<file path="config.mk">
export PLATFORM = sky130hd
export DESIGN_NAME = pid_velocity_pwm_drive
export DESIGN_NICKNAME = d
export VERILOG_FILES = /design/src/sv/pvd_pkg.sv /design/src/sv/pvd_div.sv /design/src/sv/pvd_dp.sv /design/src/sv/pvd_ctrl.sv /design/src/sv/pid_velocity_pwm_drive.sv
export SDC_FILE = /design/constraint.sdc
export NUM_CORES = 2
export LEC_CHECK = 0
export BUFFER_PORTS_ARGS = -buffer_cell sky130_fd_sc_hd__buf_2
export CAP_MARGIN = 25
export CORE_MARGIN = 3
export CORE_UTILIZATION = 55
export CTS_BUF_LIST = sky130_fd_sc_hd__clkbuf_16
export CTS_CLUSTER_DIAMETER = 100
export CTS_CLUSTER_SIZE = 10
export DETAILED_ROUTE_END_ITERATION = 6
export PLACE_DENSITY = 0.69
export SLEW_MARGIN = 25
export SYNTH_ARGS = -nofsm -noshare
export SYNTH_HDL_FRONTEND = slang
export SYNTH_SLANG_ARGS = --single-unit
</file>
<file path="constraint.sdc">
create_clock -name i_clk -period 11.04 [get_ports i_clk]
set_clock_uncertainty 0.1 [all_clocks]
set_input_delay 1.104 -clock i_clk [delete_from_list [all_inputs] [get_ports i_clk]]
set_output_delay 1.104 -clock i_clk [all_outputs]
set_load 0.005 [all_outputs]
</file>
<file path="src/sv/pvd_pkg.sv">
// Shared types and constants of the PID velocity drive.
// Used by the datapath, the divider and the controller; depends on nothing.
package pvd_pkg;

    localparam int DATA_W    = 16;
    localparam int ERR_W     = 17;
    localparam int DELTA_W   = 18;
    localparam int OPND_W    = 18;
    localparam int PROD_W    = 36;
    localparam int DIFF_W    = 34;
    localparam int SUM_W     = 52;
    localparam int CFG_IDX_W = 3;

    // Limit divider: 65536 / gain_i, two quotient bits per step
    localparam int DVD_W     = 18;
    localparam int DIV_STEPS = DVD_W / 2;
    localparam int DIV_CNT_W = $clog2(DIV_STEPS);
    localparam logic [DVD_W-1:0] DIVIDEND = DVD_W'(65536);

    // Register reset values
    localparam logic [DATA_W-1:0] RST_GAIN_P        = 16'd256;
    localparam logic [DATA_W-1:0] RST_GAIN_I        = 16'd0;
    localparam logic [DATA_W-1:0] RST_GAIN_D        = 16'd0;
    localparam logic [DATA_W-1:0] RST_SAMPLE_PERIOD = 16'd66;
    localparam logic [DATA_W-1:0] RST_SAMPLE_RATE   = 16'd1000;
    localparam logic [DATA_W-1:0] RST_PWM_PERIOD    = 16'd999;

    typedef enum logic [CFG_IDX_W-1:0] {
        REG_GAIN_P        = 3'd0,
        REG_GAIN_I        = 3'd1,
        REG_GAIN_D        = 3'd2,
        REG_SAMPLE_PERIOD = 3'd3,
        REG_SAMPLE_RATE   = 3'd4,
        REG_PWM_PERIOD    = 3'd5
    } t_reg_idx;

    // Operand pairs of the shared multiplier
    typedef enum logic [2:0] {
        MUL_NONE,
        MUL_ERR_SP,
        MUL_DELTA_SR,
        MUL_GI_ACC,
        MUL_GP_ERR,
        MUL_GD_DL,
        MUL_GD_DH,
        MUL_MAG_PWM
    } t_mul_op;

    typedef struct packed {
        logic    load;
        logic    div_start;
        t_mul_op mul_op;
        logic    integ_en;
        logic    dsave_en;
        logic    clamp_en;
        logic    sum_init;
        logic    sum_add;
        logic    sum_add_hi;
        logic    sat_en;
        logic    out_load;
    } t_dp_cmd;

    typedef struct packed {
        logic div_done;
    } t_dp_sts;

endpackage

</file>
<file path="src/sv/pvd_div.sv">
// Radix-4 restoring divider that forms the integral limit 65536 / gain_i.
// Uses pvd_pkg; instantiated by the datapath.
module pvd_div
    import pvd_pkg::*;
(
    input  logic              i_clk,
    input  logic              i_rst_n,
    input  logic              i_start,
    input  logic [DATA_W-1:0] i_divisor,
    output logic              o_done,
    output logic [DATA_W-1:0] o_lim
);

    logic                 r_busy;
    logic [DIV_CNT_W-1:0] r_cnt;
    logic [DATA_W-1:0]    r_rem;
    logic [DVD_W-1:0]     r_dvd;
    logic [DVD_W-1:0]     r_quo;

    logic [DATA_W:0]   t1, t2, dv;
    logic              ge1, ge2;
    logic [DATA_W-1:0] rem1, rem2;

    always_comb begin
        dv   = {1'b0, i_divisor};
        t1   = {r_rem, r_dvd[DVD_W-1]};
        ge1  = (t1 >= dv);
        rem1 = ge1 ? DATA_W'(t1 - dv) : t1[DATA_W-1:0];
        t2   = {rem1, r_dvd[DVD_W-2]};
        ge2  = (t2 >= dv);
        rem2 = ge2 ? DATA_W'(t2 - dv) : t2[DATA_W-1:0];
    end

    always_ff @(posedge i_clk) begin
        if (!i_rst_n) begin
            r_busy <= 1'b0;
            r_cnt  <= '0;
        end else if (i_start) begin
            r_busy <= 1'b1;
            r_cnt  <= '0;
        end else if (r_busy) begin
            r_cnt <= r_cnt + 1'b1;
            if (r_cnt == DIV_CNT_W'(DIV_STEPS - 1)) begin
                r_busy <= 1'b0;
            end
        end
    end

    always_ff @(posedge i_clk) begin
        if (i_start) begin
            r_rem <= '0;
            r_dvd <= DIVIDEND;
            r_quo <= '0;
        end else if (r_busy) begin
            r_rem <= rem2;
            r_dvd <= {r_dvd[DVD_W-3:0], 2'b00};
            r_quo <= {r_quo[DVD_W-3:0], ge1, ge2};
        end
    end

    assign o_done = !r_busy;
    // Saturate: a gain of one gives 65535
    assign o_lim  = (|r_quo[DVD_W-1:DATA_W]) ? '1 : r_quo[DATA_W-1:0];

endmodule

</file>
<file path="src/sv/pvd_dp.sv">
// Datapath: configuration registers, loop state, shared 18x18 multiplier,
// accumulator, saturation and output registers. Uses pvd_pkg and pvd_div.
module pvd_dp
    import pvd_pkg::*;
(
    input  logic                        i_clk,
    input  logic                        i_rst_n,
    input  logic                        i_cfg_we,
    input  logic [CFG_IDX_W-1:0]        i_cfg_index,
    input  logic [DATA_W-1:0]           i_cfg_data,
    input  logic signed [DATA_W-1:0]    i_target_speed,
    input  logic signed [DATA_W-1:0]    i_measured_speed,
    input  t_dp_cmd                     i_cmd,
    output t_dp_sts                     o_sts,
    output logic [DATA_W-1:0]           o_pulse_magnitude,
    output logic                        o_dir_a,
    output logic                        o_dir_b
);

    logic [DATA_W-1:0] r_gain_p, r_gain_i, r_gain_d;
    logic [DATA_W-1:0] r_sample_period, r_sample_rate, r_pwm_period;

    logic signed [ERR_W-1:0]   r_integ, r_prev, r_err, r_acc;
    logic signed [DELTA_W-1:0] r_delta;
    logic signed [DIFF_W-1:0]  r_d;
    logic signed [PROD_W-1:0]  r_prod;
    logic signed [SUM_W-1:0]   r_sum;
    logic [DATA_W-1:0]         r_mag;
    logic                      r_neg;
    logic [DATA_W-1:0]         r_pulse;
    logic                      r_dir_a, r_dir_b;

    logic signed [ERR_W-1:0]   err_c;
    logic signed [DELTA_W-1:0] delta_c;
    logic signed [OPND_W-1:0]  opa, opb;
    logic signed [PROD_W-1:0]  prod_c, rnd_c;
    logic signed [DELTA_W-1:0] step_c;
    logic signed [ERR_W+1:0]   acc_sum;
    logic signed [ERR_W-1:0]   acc_sat, acc_cl;
    logic signed [DELTA_W-1:0] u_sat, u_abs;
    logic [DATA_W-1:0]         pulse_c;
    logic                      negp_c;
    logic                      div_done;
    logic [DATA_W-1:0]         lim;

    pvd_div u_div (
        .i_clk     (i_clk),
        .i_rst_n   (i_rst_n),
        .i_start   (i_cmd.div_start),
        .i_divisor (r_gain_i),
        .o_done    (div_done),
        .o_lim     (lim)
    );

    always_ff @(posedge i_clk) begin
        if (!i_rst_n) begin
            r_gain_p        <= RST_GAIN_P;
            r_gain_i        <= RST_GAIN_I;
            r_gain_d        <= RST_GAIN_D;
            r_sample_period <= RST_SAMPLE_PERIOD;
            r_sample_rate   <= RST_SAMPLE_RATE;
            r_pwm_period    <= RST_PWM_PERIOD;
        end else if (i_cfg_we) begin
            case (i_cfg_index)
                REG_GAIN_P:        r_gain_p        <= i_cfg_data;
                REG_GAIN_I:        r_gain_i        <= i_cfg_data;
                REG_GAIN_D:        r_gain_d        <= i_cfg_data;
                REG_SAMPLE_PERIOD: r_sample_period <= i_cfg_data;
                REG_SAMPLE_RATE:   r_sample_rate   <= i_cfg_data;
                REG_PWM_PERIOD:    r_pwm_period    <= i_cfg_data;
                default: begin
                end
            endcase
        end
    end

    always_comb begin
        err_c   = ERR_W'(i_target_speed) - ERR_W'(i_measured_speed);
        delta_c = DELTA_W'(err_c) - DELTA_W'(r_prev);

        case (i_cmd.mul_op)
            MUL_ERR_SP: begin
                opa = OPND_W'(r_err);
                opb = {2'b00, r_sample_period};
            end
            MUL_DELTA_SR: begin
                opa = r_delta;
                opb = {2'b00, r_sample_rate};
            end
            MUL_GI_ACC: begin
                opa = {2'b00, r_gain_i};
                opb = OPND_W'(r_acc);
            end
            MUL_GP_ERR: begin
                opa = {2'b00, r_gain_p};
                opb = OPND_W'(r_err);
            end
            MUL_GD_DL: begin
                opa = {2'b00, r_gain_d};
                opb = {1'b0, r_d[ERR_W-1:0]};
            end
            MUL_GD_DH: begin
                opa = {2'b00, r_gain_d};
                opb = {r_d[DIFF_W-1], r_d[DIFF_W-1:ERR_W]};
            end
            MUL_MAG_PWM: begin
                opa = {2'b00, r_mag};
                opb = {2'b00, r_pwm_period};
            end
            default: begin
                opa = '0;
                opb = '0;
            end
        endcase
        prod_c = opa * opb;

        // Integral step, truncated toward zero to Q8.8
        rnd_c   = r_prod + (r_prod[PROD_W-1] ? PROD_W'(65535) : '0);
        step_c  = rnd_c[33:16];
        acc_sum = (ERR_W+2)'(r_integ) + (ERR_W+2)'(step_c);
        if (acc_sum > (ERR_W+2)'(65535)) begin
            acc_sat = ERR_W'(65535);
        end else if (acc_sum < -(ERR_W+2)'(65536)) begin
            acc_sat = -ERR_W'(65536);
        end else begin
            acc_sat = acc_sum[ERR_W-1:0];
        end

        // Anti-windup: r_prod holds gain_i * accumulated integral here
        acc_cl = r_acc;
        if (r_gain_i != '0) begin
            if (r_prod > PROD_W'(65536)) begin
                acc_cl = {1'b0, lim};
            end else if (r_prod < -PROD_W'(65536)) begin
                acc_cl = '0 - {1'b0, lim};
            end
        end

        if (r_sum > SUM_W'(65536)) begin
            u_sat = DELTA_W'(65536);
        end else if (r_sum < -SUM_W'(65536)) begin
            u_sat = -DELTA_W'(65536);
        end else begin
            u_sat = r_sum[DELTA_W-1:0];
        end
        u_abs = u_sat[DELTA_W-1] ? -u_sat : u_sat;

        pulse_c = r_prod[30:15];
        negp_c  = r_neg && (pulse_c != '0);
    end

    always_ff @(posedge i_clk) begin
        if (!i_rst_n) begin
            r_integ <= '0;
            r_prev  <= '0;
        end else begin
            if (i_cmd.load) begin
                r_prev <= err_c;
            end
            if (i_cmd.clamp_en) begin
                r_integ <= acc_cl;
            end
        end
    end

    always_ff @(posedge i_clk) begin
        if (i_cmd.load) begin
            r_err   <= err_c;
            r_delta <= delta_c;
        end
        if (i_cmd.mul_op != MUL_NONE) begin
            r_prod <= prod_c;
        end
        if (i_cmd.integ_en) begin
            r_acc <= acc_sat;
        end else if (i_cmd.clamp_en) begin
            r_acc <= acc_cl;
        end
        if (i_cmd.dsave_en) begin
            r_d <= r_prod[DIFF_W-1:0];
        end
        if (i_cmd.sum_init) begin
            r_sum <= SUM_W'(r_prod);
        end else if (i_cmd.sum_add) begin
            r_sum <= r_sum + SUM_W'(r_prod);
        end else if (i_cmd.sum_add_hi) begin
            // high half of the derivative product, weight 2^17
            r_sum <= r_sum + {r_prod[34:0], 17'b0};
        end
        if (i_cmd.sat_en) begin
            r_mag <= u_abs[DATA_W:1];
            r_neg <= r_sum[SUM_W-1];
        end
        if (i_cmd.out_load) begin
            r_pulse <= pulse_c;
            r_dir_a <= !negp_c;
            r_dir_b <= negp_c;
        end
    end

    assign o_sts.div_done    = div_done;
    assign o_pulse_magnitude = r_pulse;
    assign o_dir_a           = r_dir_a;
    assign o_dir_b           = r_dir_b;

endmodule

</file>
<file path="src/sv/pvd_ctrl.sv">
// Controller: sequences the shared multiplier and accumulator per tick and
// owns the input and output handshakes. Uses pvd_pkg.
module pvd_ctrl
    import pvd_pkg::*;
(
    input  logic    i_clk,
    input  logic    i_rst_n,
    input  logic    i_in_valid,
    input  logic    i_out_stall,
    input  t_dp_sts i_sts,
    output t_dp_cmd o_cmd,
    output logic    o_in_stall,
    output logic    o_out_valid
);

    typedef enum logic [3:0] {
        ST_IDLE,
        ST_MUL_ERR,
        ST_INTEG,
        ST_DSAVE,
        ST_WAIT_DIV,
        ST_CLAMP,
        ST_SUM_P,
        ST_SUM_I,
        ST_SUM_DL,
        ST_SUM_DH,
        ST_SAT,
        ST_PWM,
        ST_OUT
    } t_state;

    t_state r_state, n_state;
    logic   r_out_valid, n_out_valid;

    always_comb begin
        o_cmd   = '0;
        n_state = r_state;
        case (r_state)
            ST_IDLE: begin
                if (i_in_valid) begin
                    o_cmd.load      = 1'b1;
                    o_cmd.div_start = 1'b1;
                    n_state         = ST_MUL_ERR;
                end
            end
            ST_MUL_ERR: begin
                o_cmd.mul_op = MUL_ERR_SP;
                n_state      = ST_INTEG;
            end
            ST_INTEG: begin
                o_cmd.integ_en = 1'b1;
                o_cmd.mul_op   = MUL_DELTA_SR;
                n_state        = ST_DSAVE;
            end
            ST_DSAVE: begin
                o_cmd.dsave_en = 1'b1;
                o_cmd.mul_op   = MUL_GI_ACC;
                n_state        = ST_WAIT_DIV;
            end
            ST_WAIT_DIV: begin
                // hold until the integral limit is ready
                if (i_sts.div_done) begin
                    n_state = ST_CLAMP;
                end
            end
            ST_CLAMP: begin
                o_cmd.clamp_en = 1'b1;
                o_cmd.mul_op   = MUL_GP_ERR;
                n_state        = ST_SUM_P;
            end
            ST_SUM_P: begin
                o_cmd.sum_init = 1'b1;
                o_cmd.mul_op   = MUL_GI_ACC;
                n_state        = ST_SUM_I;
            end
            ST_SUM_I: begin
                o_cmd.sum_add = 1'b1;
                o_cmd.mul_op  = MUL_GD_DL;
                n_state       = ST_SUM_DL;
            end
            ST_SUM_DL: begin
                o_cmd.sum_add = 1'b1;
                o_cmd.mul_op  = MUL_GD_DH;
                n_state       = ST_SUM_DH;
            end
            ST_SUM_DH: begin
                o_cmd.sum_add_hi = 1'b1;
                n_state          = ST_SAT;
            end
            ST_SAT: begin
                o_cmd.sat_en = 1'b1;
                n_state      = ST_PWM;
            end
            ST_PWM: begin
                o_cmd.mul_op = MUL_MAG_PWM;
                n_state      = ST_OUT;
            end
            ST_OUT: begin
                // wait for the output register to drain
                if (!r_out_valid || !i_out_stall) begin
                    o_cmd.out_load = 1'b1;
                    n_state        = ST_IDLE;
                end
            end
            default: begin
                n_state = ST_IDLE;
            end
        endcase
        n_out_valid = o_cmd.out_load ? 1'b1 : (r_out_valid && i_out_stall);
    end

    always_ff @(posedge i_clk) begin
        if (!i_rst_n) begin
            r_state     <= ST_IDLE;
            r_out_valid <= 1'b0;
        end else begin
            r_state     <= n_state;
            r_out_valid <= n_out_valid;
        end
    end

    assign o_in_stall  = (r_state != ST_IDLE);
    assign o_out_valid = r_out_valid;

endmodule

</file>
<file path="src/sv/pid_velocity_pwm_drive.sv">
// PID velocity controller with integral anti-windup, driving a PWM H-bridge.
// A tick runs from acceptance to the result sitting in the output register.
// Its length is set by the single shared 18x18 multiplier that performs the
// eight products of a tick one after another, and by the nine-step divider
// forming the anti-windup limit from gain_i, which runs beside the first
// products. The next tick is taken as soon as the previous result has been
// loaded into the output register, even while that beat is stalled downstream.
// The user must write registers only while idle; the block does not enforce it.
module pid_velocity_pwm_drive
    import pvd_pkg::*;
(
    input  logic                     i_clk,
    input  logic                     i_rst_n,
    input  logic                     i_cfg_valid,
    output logic                     o_cfg_ready,
    input  logic [CFG_IDX_W-1:0]     i_cfg_index,
    input  logic [DATA_W-1:0]        i_cfg_data,
    input  logic                     i_in_valid,
    output logic                     o_in_stall,
    input  logic signed [DATA_W-1:0] i_target_speed,
    input  logic signed [DATA_W-1:0] i_measured_speed,
    output logic                     o_out_valid,
    input  logic                     i_out_stall,
    output logic [DATA_W-1:0]        o_pulse_magnitude,
    output logic                     o_dir_a,
    output logic                     o_dir_b
);

    t_dp_cmd cmd;
    t_dp_sts sts;

    assign o_cfg_ready = 1'b1;

    pvd_ctrl u_ctrl (
        .i_clk       (i_clk),
        .i_rst_n     (i_rst_n),
        .i_in_valid  (i_in_valid),
        .i_out_stall (i_out_stall),
        .i_sts       (sts),
        .o_cmd       (cmd),
        .o_in_stall  (o_in_stall),
        .o_out_valid (o_out_valid)
    );

    pvd_dp u_dp (
        .i_clk             (i_clk),
        .i_rst_n           (i_rst_n),
        .i_cfg_we          (i_cfg_valid && o_cfg_ready),
        .i_cfg_index       (i_cfg_index),
        .i_cfg_data        (i_cfg_data),
        .i_target_speed    (i_target_speed),
        .i_measured_speed  (i_measured_speed),
        .i_cmd             (cmd),
        .o_sts             (sts),
        .o_pulse_magnitude (o_pulse_magnitude),
        .o_dir_a           (o_dir_a),
        .o_dir_b           (o_dir_b)
    );

endmodule

</file>
==> impl_results.md <==
* DRT antenna net count at 0
* Initial DRC count at 3751
* Final hold violations at 0
* Clock Tree Buf Depth at 3
* Remaining Overflow, GRT at 0
* Fin crit share at 84.38%
* Synth Warn # at 0
* CP Launch Type: flip-flop
* Critical path type: reg2reg
* DR vias/cell at 6.093
* Vias in the first global route at 29.93k
* Setup WS post-layout at 1725 ps
* Unrepaired setup endpoints after global routing: false
* Hold EP: u_dp.r_pwm_period[12]$_SDFFE_PN0P_
* Synth top area cells: fa_1, edfxtp_1, dfxtp_1, ha_1, nand2_1
* F_max at 107.3 MHz
* Simple-gate share of the synthesized area at 16.11%
* Hold Crit Start: u_dp.r_pwm_period[12]$_SDFFE_PN0P_
* Worst-margin pin slew at 1058 ps
* Largest family of logic cells by synthesized area: adder cells
* Reg2reg start: u_ctrl.r_state[3]$_SDFFE_PN0P_
* CP dominant cell by count: fa_1
* Hold Crit Depth at 2
* Yosys top cell by area: fa_1
* Nets at 4938
* Synth top area share at 18.17%
* Post-synthesis sequential area ratio at 26.42%
* Slowest-stage cell, CP: a221oi_1
* # DRC at 0
* Post-CTS Resized at 0
* Sink Count at 384
* Via count at 31.40k
* Count leader, synth: nand2_1
* Die H at 265.4 µm
* WP data arrival at 9540 ps
* Avg Cell Area, Syn at 8.721 µm²
* Multiplexer share of the synthesized area at 1.081%
* Rows at 94
* Pwr Density at 244.4 nW/µm²
* Starting density of the core at 55.91%
* Relative slew slack at 29.48%
* Initial antenna violation count at 4
* Synthesis-to-finish area growth at 7.222%
* Result of the run: complete, no violations
* Clock Latency Late Sink at 600 ps
* Post CTS Setup Buffer Count at 0
* Wire per inst at 21.98 µm
* Setup Slack @ Placement at 1661 ps
* Post-Synth Adder-Cell Area at 27.63%
* First-pass GRT wire length at 175900 µm
* Layout cells sized above 1 at 6.110%
* Die Wd at 265.4 µm
* EDFF count, synth at 209
* 1st-pass router iterations at 7
* Worst min path class: reg2reg
* CTS tree: done
* Post-DP HPWL at 85670 µm
* Inserted Clock Buffers at 44
* Yosys cell types at 85
* Crit. End Element: flip-flop
* Crit path largest cell delay at 830 ps
* CP Max Fanout at 38
* Die ar. at 70460 µm²
* Synth top cells by count: nand2_1, inv_1, nor2_1
* Clock slew at reported path FFs at 60 ps
* Gr usage total at 32.21%
* Largest net degree at the start of global routing at 72
* Synth Area in Compound Gates at 16.77%
* Detailed-route wire length at 113300 µm
* Worst r2r path cells at 28
* GPL Wtd Cong at 0.9690
* H-tree levels at 2
* Setup TNS at 0 ps
* #FFs+latches synth at 384
* Ys flop type: edfxtp_1
* Clock Root Buffer: clkbuf_16
* Finish-stage setup viols at 0
* Cell area after synthesis at 37020 µm²
* Leak Pwr at 17.48 nW
* Peak VDD IR at 0.1557 mV
* Max Cap Viol at 0
* Hold buffers post-CTS at 0
* Critical Path RT at 11270 ps
* Core Area at 66220 µm²
* Min Tclk post-route at 9315 ps
* FFs w/ async S/R, synth at 0%
* Worst flop-to-flop path endpoint: u_dp.r_prod[35]$_DFFE_PP_
* Ports at 77
* # fillers at 5839
* Synth Area in XOR/XNOR at 4.708%
* Slew Viols, Final at 0
* R2r setup slk at 1720 ps
* Synth Instances at 4245
* Number of port buffers at 75
==> worst max-delay path, delay by kind of cell, from the launching register on <==
family          cells  cell delay, ps
fa+ha+maj           7            3330
compound gates      9            2750
simple gates        6            1530
flops               1             720
buf+inv             5             530
xor+xnor            1              70
==> sequential cells by signal, summed over array words and instances (netlist names), 17 cells and up <==
name / flops
u_dp.r_sum: 52
u_dp.r_prev: 17
u_dp.r_err: 17
u_dp.r_prod: 36
u_dp.r_delta: 18
u_dp.r_integ: 17
u_dp.u_div.r_quo: 18
u_dp.r_d: 34
u_dp.r_acc: 17
==> area by class of cell <==
class	instances	area, µm²	share of cell area [%]
clock buffer	45	1126	2.837
timing repair buffer	143	873.3	2.200
multi-input combinational	3150	24670	62.14
sequential	384	9781	24.64
clock inverter	23	123.9	0.3120
inverter	543	2039	5.138
tap	864	1081	2.723
antenna	1	2.502	0.006304
==> kinds of logic after synthesis <==
group / after synthesis
other: 1
AO/OA/AOI/OAI: 952
flip-flops: 384
XOR/XNOR: 199
adder cells (fa/ha/maj): 616
AND/OR/NAND/NOR: 1341
multiplexers: 39
buffers and inverters: 713
==> routing by layer <==
| metal | vias to the layer above | GRT usage, % | routed length (µm) |
|---|---|---|---|
| li1 | 14540 | - | - |
| met1 | 15150 | 45.45 | 47640 |
| met2 | 1452 | 49.70 | 49830 |
| met3 | 255 | 6.429 | 11380 |
| met4 | 2 | 11.25 | 4412 |
| met5 | - | 0 | 13 |
==> worst max path at each step <==
stage	start	slack, ps	cells after the start	to
after floorplan	u_ctrl.r_state[0]$_SDFFE_PN0P_	2630	30	u_dp.r_prod[35]$_DFFE_PP_
after global routing	u_ctrl.r_state[3]$_SDFFE_PN0P_	1320	26	u_dp.r_prod[35]$_DFFE_PP_
after global placement	u_ctrl.r_state[3]$_SDFFE_PN0P_	1870	28	u_dp.r_prod[35]$_DFFE_PP_
after detailed placement	u_ctrl.r_state[3]$_SDFFE_PN0P_	1660	26	u_dp.r_prod[35]$_DFFE_PP_
final	u_ctrl.r_state[3]$_SDFFE_PN0P_	1720	28	u_dp.r_prod[35]$_DFFE_PP_
after CTS	u_ctrl.r_state[3]$_SDFFE_PN0P_	1580	26	u_dp.r_prod[35]$_DFFE_PP_
==> power breakdown <==
group          switching, mW  internal, mW
Combinational           3.76          2.39
Sequential             0.327          1.89
Clock                  0.609         0.732
Total                   4.69          5.01
==> per-stage QoR <==
stage | cell area, µm² | hold WS (ps) | std cells | util, % | power [mW]
after floorplan | 37030 | 335.7 | 4247 | - | 6.557
after global placement | 38400 | 341.2 | 5079 | 57.99 | 8.201
after detailed placement | 38420 | 346.7 | 5080 | 58.03 | 8.254
after CTS | 39670 | 354.5 | 5148 | 59.91 | 9.657
after global routing | 39690 | 371.1 | 5152 | 59.94 | 10.48
final | 39700 | 354.3 | 5153 | 59.95 | 9.704
==> cells in the final DEF, fill, tap and decap left out, types with 52 or more instances in the layout <==
cell type,count
xor2_1,72
nand3_1,95
nand2_1,551
edfxtp_1,209
xnor2_1,127
a22oi_1,80
a21o_1,84
buf_4,63
a21oi_1,321
o21ai_0,144
inv_1,560
ha_1,280
nand2b_1,52
fa_1,336
nor2_1,366
buf_2,76
dfxtp_1,174
No activity file was read; power rests on OpenSTA's default activity.
